<file path="src/rtl/mdq_pkg.sv">
package mdq_pkg;

	// Command codes of an input transaction
	typedef enum logic [1:0] {
		CMD_PUSH = 2'd0,
		CMD_POP  = 2'd1,
		CMD_PEEK = 2'd2,
		CMD_NONE = 2'd3
	} cmd_e_t;

	// Byte returned by pop or peek of an empty queue
	localparam logic [7:0] EMPTY_MARK = 8'd35;

	// Classified operation passed from front to back
	typedef struct packed {
		cmd_e_t      cmd;
		logic [6:0]  qidx;
		logic        side;
		logic [7:0]  value;
		logic        oor;    // queue index beyond the bank
	} op_t;

	// Queue status seen by both ends
	typedef struct packed {
		logic full;
		logic avail;
	} fifo_stat_t;

	// Back-end status seen by the front
	typedef struct packed {
		logic clearing;
	} back_stat_t;

endpackage

</file>
<file path="src/rtl/mdq_fifo.sv">
module mdq_fifo import mdq_pkg::*; (
	input  logic       clk,
	input  logic       arst_n,
	input  logic       push,
	input  op_t        push_item,
	input  logic       pop,
	output op_t        head_item,
	output fifo_stat_t stat
);

	op_t        ent_q [2];
	logic       wr_ptr_q;
	logic       rd_ptr_q;
	logic [1:0] cnt_q;

	assign head_item  = ent_q[rd_ptr_q];
	assign stat.full  = (cnt_q == 2'd2);
	assign stat.avail = (cnt_q != 2'd0);

	// entry storage
	always_ff @(posedge clk) begin
		if (push) begin
			ent_q[wr_ptr_q] <= push_item;
		end
	end

	// pointers and fill level
	always_ff @(posedge clk or negedge arst_n) begin
		if (!arst_n) begin
			wr_ptr_q <= 1'b0;
			rd_ptr_q <= 1'b0;
			cnt_q    <= 2'd0;
		end else begin
			if (push) begin
				wr_ptr_q <= ~wr_ptr_q;
			end
			if (pop) begin
				rd_ptr_q <= ~rd_ptr_q;
			end
			case ({push, pop})
				2'b10:   cnt_q <= cnt_q + 2'd1;
				2'b01:   cnt_q <= cnt_q - 2'd1;
				default: cnt_q <= cnt_q;
			endcase
		end
	end

endmodule

</file>
<file path="config.mk">
export PLATFORM = sky130hd
export DESIGN_NAME = mdq_fifo
export DESIGN_NICKNAME = d
export VERILOG_FILES = /design/src/rtl/mdq_pkg.sv /design/src/rtl/mdq_fifo.sv
export SDC_FILE = /design/constraint.sdc
export NUM_CORES = 1
export LEC_CHECK = 0
export BUFFER_PORTS_ARGS = -buffer_cell sky130_fd_sc_hd__buf_2
export CORE_MARGIN = 4
export CORE_UTILIZATION = 40
export CTS_CLUSTER_SIZE = 30
export DETAILED_ROUTE_END_ITERATION = 12
export MAX_ROUTING_LAYER = met4
export PLACE_DENSITY = 0.64
export SLEW_MARGIN = 5
export SYNTH_ARGS = -nofsm -noshare
export SYNTH_HDL_FRONTEND = slang
export SYNTH_SLANG_ARGS = --single-unit
</file>
<file path="constraint.sdc">
create_clock -name clk -period 3 [get_ports clk]
set_input_delay 0.6 -clock clk [delete_from_list [all_inputs] [get_ports clk]]
set_output_delay 0.6 -clock clk [all_outputs]
set_load 0.03 [all_outputs]
</file>
==> flow_metrics.env, run 1 <==
export IMPL_crit_arrival_ps=1780
export IMPL_synth_area_leaders="edfxtp_1 (73%), mux2_2 (14%), dfrtp_1 (6.4%)"
export IMPL_clockRootBuffer="clkbuf_8"
export IMPL_yosysUniqueCellTypes=12
export IMPL_min_path_type="in2async"
export IMPL_numCtsBuffers=5
export IMPL_avgViaCountPerCell=4.62
export IMPL_dp_hpwl_um=1700
export IMPL_syn_area_um2=1560
export IMPL_antenna_found_initial=0
export IMPL_dr_total_vias=799
export IMPL_core_area_um2=3720
export IMPL_setup_viol=0
export IMPL_drc_errors=0
export IMPL_synth_seq_cells=42
export IMPL_crit_slowest_cell="dfrtp_1"
export IMPL_clkLatencyLatePin_ps=290
export IMPL_powerDensity_nw_per_um2=965
export IMPL_gp_congestion=0.701
export IMPL_drive_above_1_share_pct=56.8
export IMPL_h_tree_depth=2
export IMPL_cp_max_fo=20
export IMPL_skew_ps=6.80
export IMPL_routed_wl_um=2480
export IMPL_synth_cells=75
export IMPL_tightestPinTransition_ps=876
export IMPL_holdBufCountCts=0
export IMPL_final_cell_mix="buf_2 (43), edfxtp_1 (38), mux2_2 (19)"
export IMPL_grt_first_pass_wirelength_um=4060
export IMPL_final_nets=148
export IMPL_cp_cell_sequence="mux2_2 > buf_2"
export IMPL_wire_per_inst_um=14.3
export IMPL_outcome="finished clean"
export IMPL_antenna_left=0
export IMPL_cap_violations=0
export IMPL_mostFrequentLayoutCell="buf_2"
export IMPL_finalMaxSlewViolations=0
export IMPL_track_usage_pct=11.4
export IMPL_yosysWarnings=0
export IMPL_fmaxAchievable_mhz=420
export IMPL_areaGrowthSynthToFinish_pct=22.5
export IMPL_cts_num_sinks=42
export IMPL_crit_buf_inv=1
export IMPL_peakVddDrop_mv=0.490
export IMPL_max_stage_delay_ps=900
export IMPL_grt_pass1_vias=841
export IMPL_grt_overflow=0
export IMPL_num_antenna_cells=0
export IMPL_grt_setup_unrepaired="no"
export IMPL_cp_data_required_time_ps=2400
export IMPL_drt_iter0_drc=19
export IMPL_endpoint_kind="output port"
export IMPL_finalSetupTns_ps=0
export IMPL_io_buffer_count=43
export IMPL_critical_path_class="reg2out"
export IMPL_period_needed_ps=2380
export IMPL_dieHeight_um=70.4
export IMPL_avgSynthCellArea_um2=20.8
export IMPL_syn_nets=99
export IMPL_num_rows=22
export IMPL_slew_headroom_pct=41.6
export IMPL_path_delay_family="flip-flops"
export IMPL_final_period_utilization_pct=79.4
export IMPL_grt_max_degree=21
export IMPL_clock_path_buffers=2
export IMPL_dieArea_um2=4960
export IMPL_yosysTopAreaCell="edfxtp_1"
export IMPL_p_total_mw=1.84
export IMPL_die_w_um=70.4
export IMPL_ioPinCount=44
export IMPL_dp_cells=165
export IMPL_postCtsSetupRepairBufs=0
export IMPL_netlist_area_leader_share_pct=73.2
export IMPL_dr_pass1_iters=4
export IMPL_cts_repair_resized=0
export IMPL_start_kind="register"
export IMPL_cts_tree="done"
export IMPL_path_clk_slew_ps=70
export IMPL_hold_viol_final=0
export IMPL_fin_cells=173
export IMPL_ys_seq_area_share_pct=79.6
export IMPL_initial_core_util_pct=42.0
export IMPL_cellLeakagePower_nw=0.737
cells in the mapped netlist:
cell      count
edfxtp_1     38
mux2_2       19
dfrtp_1       4
xor2_1        3
buf_4         2
nor2_1        2
xnor2_1       2
and2_1        1
and2b_2       1
ha_1          1
inv_1         1
or2_2         1
area by class of cell:
class	count	area, um^2
inverters	1	3.75
well taps	48	60.1
clock buffers	5	68.8
multi-input cells	30	302
repair buffers	44	223
flip-flops and latches	42	1240
fillers	331	1810
clock inverters	3	11.3
cell families (layout without fill, tap and decap cells):
| kind of cell | Yosys count | in the layout | synth area share [%] |
|---|---|---|---|
| AND/OR/NAND/NOR | 5 | 5 | 1.85 |
| multiplexers | 19 | 19 | 13.7 |
| XOR/XNOR | 5 | 5 | 2.81 |
| adder cells (fa/ha/maj) | 1 | 1 | 0.802 |
| buffers and inverters | 3 | 53 | 1.20 |
| flip-flops | 42 | 42 | 79.6 |
per-layer routing:
| metal | global-route usage (%) | vias to the layer above | part of all wire (%) |
|---|---|---|---|
| met5 | - | - | 0 |
| met4 | 3.83 | 0 | 1.2 |
| met3 | 5.61 | 4 | 8.8 |
| met2 | 16.1 | 37 | 43 |
| met1 | 14.3 | 377 | 47 |
| li1 | - | 381 | - |
registers in the layout, summed over array words and instances (netlist names):
signal	count
rd_ptr_q	1
wr_ptr_q	1
cnt_q	2
ent_q	38
worst paths after layout:
kind                                           start                      to  slack (ps)  cells past startpoint
worst max register to register  wr_ptr_q$_DFFE_PN0P_  ent_q[1][12]$_DFFE_PP_        1510                      1
max in group asynchronous                     arst_n    rd_ptr_q$_DFFE_PN0P_        2770                      1
worst min-delay path                          arst_n    cnt_q[0]$_DFFE_PN0P_         110                      1
worst max-delay path            rd_ptr_q$_DFFE_PN0P_           head_item[14]         620                      2
min in group clk                cnt_q[1]$_DFFE_PN0P_    cnt_q[1]$_DFFE_PN0P_         490                      1
worst min register to register  cnt_q[1]$_DFFE_PN0P_    cnt_q[1]$_DFFE_PN0P_         490                      1
power breakdown:
| group | leakage, nW | switching (mW) | internal (mW) |
|---|---|---|---|
| sequential | 0.403 | 0.0926 | 0.784 |
| clock | 0.0407 | 0.167 | 0.155 |
| combinational | 0.293 | 0.399 | 0.246 |
metrics by stage:
step                      util (%)  instance area (um^2)  hold WS (ps)  setup slack, ps
after global placement        49.2                  1830           408              914
final                         51.4                  1910           109              619
after detailed placement      49.2                  1830           412              892
after CTS                     51.4                  1910          97.4              560
after floorplan                  -                  1560           304             1130
after global routing          51.4                  1910          96.4              506
Note: power is estimated with default switching activity, not from simulation.
==> run 2: changes to the inputs <==
--- a/config.mk
+++ b/config.mk
@@ -5,13 +5,14 @@
 export SDC_FILE = /design/constraint.sdc
 export NUM_CORES = 1
 export LEC_CHECK = 0
+export ABC_AREA = 1
 export BUFFER_PORTS_ARGS = -buffer_cell sky130_fd_sc_hd__buf_2
 export CORE_MARGIN = 4
 export CORE_UTILIZATION = 40
 export CTS_CLUSTER_SIZE = 30
 export DETAILED_ROUTE_END_ITERATION = 12
 export MAX_ROUTING_LAYER = met4
-export PLACE_DENSITY = 0.64
+export PLACE_DENSITY = 0.66
 export SLEW_MARGIN = 5
 export SYNTH_ARGS = -nofsm -noshare
 export SYNTH_HDL_FRONTEND = slang
==> constraint.sdc (replaced) <==
create_clock -name clk -period 2 [get_ports clk]
set_input_delay 0.4 -clock clk [delete_from_list [all_inputs] [get_ports clk]]
set_output_delay 0.4 -clock clk [all_outputs]
set_load 0.03 [all_outputs]
==> run 2 against run 1 <==
Effect of this change: core utilization decreased by 0.23 points; register-to-register slack got worse by 560 ps; power grew 64%; sequential power is 43% higher; via count up 28%; design area is 7.9% higher; largest cell class unchanged; sequential share of layout area down 4.8 points; largest power group is now combinational logic.
==> flow_metrics.env, run 2 <==
export IMPL_outcome="finished clean"
export IMPL_cp_data_required_time_ps=1600
export IMPL_min_path_cells=1
export IMPL_sw_frac_of_total_pct=41.0
export IMPL_cts_tree="done"
export IMPL_synth_common_cells="edfxtp_1 (38), inv_1 (25), nand2_1 (15)"
export IMPL_setup_viol=0
export IMPL_r2r_cells=2
export IMPL_hold_start="push_item[3]"
export IMPL_fin_cells=227
export IMPL_initial_core_util_pct=41.8
export IMPL_synth_edff_count=38
export IMPL_grt_overflow=0
export IMPL_layout_setup_ws_ps=312
export IMPL_internal_power_mw=1.79
export IMPL_p_seq_share_pct=41.2
export IMPL_largest_register_ffs=38
export IMPL_max_stage_delay_ps=350
export IMPL_syn_area_um2=1680
export IMPL_num_antenna_cells=0
export IMPL_dr_total_vias=1023
export IMPL_r2r_start="wr_ptr_q$_DFFE_PN0P_"
export IMPL_slew_headroom_pct=81.4
export IMPL_numCtsBuffers=5
export IMPL_critical_path_class="reg2out"
export IMPL_drc_errors=0
export IMPL_synth_seq_cells=42
export IMPL_syn_nets=147
export IMPL_min_path_type="in2reg"
export IMPL_gp_congestion=0.652
export IMPL_path_clk_slew_ps=80
export IMPL_avgViaCountPerCell=4.51
export IMPL_ys_seq_area_share_pct=73.8
export IMPL_dp_cells=218
export IMPL_synth_most_common_cell="edfxtp_1"
export IMPL_postCtsSetupRepairBufs=0
export IMPL_hold_viol_final=0
export IMPL_netlist_area_leader_share_pct=67.8
export IMPL_start_kind="register"
export IMPL_clock_path_buffers=2
export IMPL_final_nets=200
export IMPL_multi_input_area_um2=312
export IMPL_drt_iter0_drc=80
export IMPL_path_depth=4
export IMPL_crit_slowest_cell="dfrtp_1"
export IMPL_n_fill_cell=376
export IMPL_wire_per_inst_um=12.4
export IMPL_cts_num_sinks=42
export IMPL_tightestPinTransition_ps=279
export IMPL_period_needed_ps=1690
export IMPL_num_rows=23
export IMPL_final_cell_mix="buf_2 (43), edfxtp_1 (38), inv_1 (25)"
export IMPL_grt_max_degree=22
export IMPL_peakVddDrop_mv=0.733
export IMPL_yosysUniqueCellTypes=17
export IMPL_skew_ps=5.17
export IMPL_cap_violations=0
export IMPL_die_w_um=72.9
export IMPL_crit_arrival_ps=1290
export IMPL_dieHeight_um=72.9
export IMPL_powerDensity_nw_per_um2=1470
export IMPL_clkLatencyLatePin_ps=290
export IMPL_core_area_um2=4030
export IMPL_dp_hpwl_um=2160
export IMPL_reg_top3="ent_q (38), cnt_q (2)"
export IMPL_cellLeakagePower_nw=0.912
export IMPL_avgSynthCellArea_um2=13.7
export IMPL_mostFrequentLayoutCell="buf_2"
export IMPL_drive_above_1_share_pct=42.9
export IMPL_antenna_left=0
export IMPL_area_sequential_um2=1240
export IMPL_dr_pass1_iters=4
export IMPL_h_tree_depth=2
export IMPL_routed_wl_um=2820
export IMPL_path_delay_family="buffers and inverters"
export IMPL_finalMaxSlewViolations=0
export IMPL_io_buffer_count=43
export IMPL_track_usage_pct=12.6
export IMPL_cp_max_fo=18
export IMPL_fmaxAchievable_mhz=592
export IMPL_dp_slack_ps=609
export IMPL_grt_pass1_vias=1057
export IMPL_regMostFlops="ent_q"
export IMPL_endpoint_kind="output port"
export IMPL_switchingPower_mw=1.24
export IMPL_final_period_utilization_pct=84.4
export IMPL_yosysWarnings=0
export IMPL_grt_setup_unrepaired="no"
export IMPL_grt_first_pass_wirelength_um=4720
export IMPL_ys_flop_type="edfxtp_1"
export IMPL_cp_cell_sequence="buf_4 > nand2_2 > o21ai_2 > buf_2"
export IMPL_crit_buf_inv=2
export IMPL_cp_startpoint="rd_ptr_q$_DFFE_PN0P_"
export IMPL_ioPinCount=44
export IMPL_clockRootBuffer="clkbuf_8"
export IMPL_p_total_mw=3.03
export IMPL_antenna_found_initial=0
export IMPL_synth_cells=123
export IMPL_synth_area_leaders="edfxtp_1 (68%), dfrtp_1 (5.9%), inv_1 (5.6%)"
export IMPL_yosysTopAreaCell="edfxtp_1"
export IMPL_dieArea_um2=5310
export IMPL_clockPowerShare_pct=16.6
export IMPL_r2r_slack_ps=950
export IMPL_synth_async_reset_ratio_pct=9.52
export IMPL_comb_power_share_pct=42.2
export IMPL_areaGrowthSynthToFinish_pct=22.5
export IMPL_finalSetupTns_ps=0
[run 2: cell types whose count changed in the layout (fill, tap and decap cells not counted), sizes merged, moves of 5 or more]
| cell | delta |
|---|---|
| nand2 | +25 |
| inv | +24 |
| mux2 | -19 |
| o21ai | +19 |
| buf | +5 |
[run 2: repair_timing]
item	4_1_cts	5_1_grt
hold buffers	1	0
hold endpoints to repair	4	0
resized for setup	0	0
[run 2: logic make-up (layout without fill, tap and decap cells)]
logic type / Yosys count / after routing / synth area share, %
flops: 42 / 42 / 73.8
simple gates: 29 / 29 / 8.18
buf+inv: 29 / 83 / 7.88
compound gates: 19 / 19 / 7.88
xor+xnor: 3 / 3 / 1.56
fa+ha+maj: 1 / 1 / 0.743
[run 2: per-layer routing]
layer / vias to the layer above / track usage, % / wire, um / share of wire (%)
met5: - / - / 0 / 0
met4: 0 / 5.53 / 51 / 1.8
met3: 7 / 4.41 / 190 / 6.7
met2: 38 / 20.3 / 1450 / 51
met1: 469 / 14.2 / 1130 / 40
li1: 509 / - / - / -
[run 2: cell type report]
| class | count | share of cell area [%] |
|---|---|---|
| Sequential cell | 42 | 60.2 |
| Multi-Input combinational cell | 52 | 15.1 |
| Timing Repair Buffer | 50 | 13.1 |
| Inverter | 25 | 4.55 |
| Clock buffer | 6 | 3.52 |
| Tap cell | 50 | 3.04 |
| Clock inverter | 2 | 0.425 |
[run 2: path summary, 6_finish.rpt]
kind / end
setup / recovery: head_item[7]
hold / removal: ent_q[1][3]$_DFFE_PP_
setup reg to reg: ent_q[0][1]$_DFFE_PP_
hold reg to reg: cnt_q[1]$_DFFE_PN0P_
max in group asynchronous: wr_ptr_q$_DFFE_PN0P_
min in group asynchronous: cnt_q[1]$_DFFE_PN0P_
[run 2: per-stage QoR]
| step | hold slack [ps] | cell area, um^2 | utilization (%) |
|---|---|---|---|
| global placement | 212 | 1970 | 48.9 |
| global route | 277 | 2060 | 51.1 |
| detailed placement | 213 | 1970 | 48.9 |
| CTS | 284 | 2060 | 51.1 |
| floorplan | 104 | 1680 | - |
| finish | 292 | 2060 | 51.1 |
[run 2: power groups by stage]
stage                     clock (mW)  combinational [mW]  sequential (mW)
after detailed placement           0                1.30             1.27
final                          0.504                1.28             1.25
after floorplan                    0               0.976             1.25
after global routing           0.577                1.40             1.27
after CTS                      0.527                1.30             1.25
after global placement             0                1.28             1.26
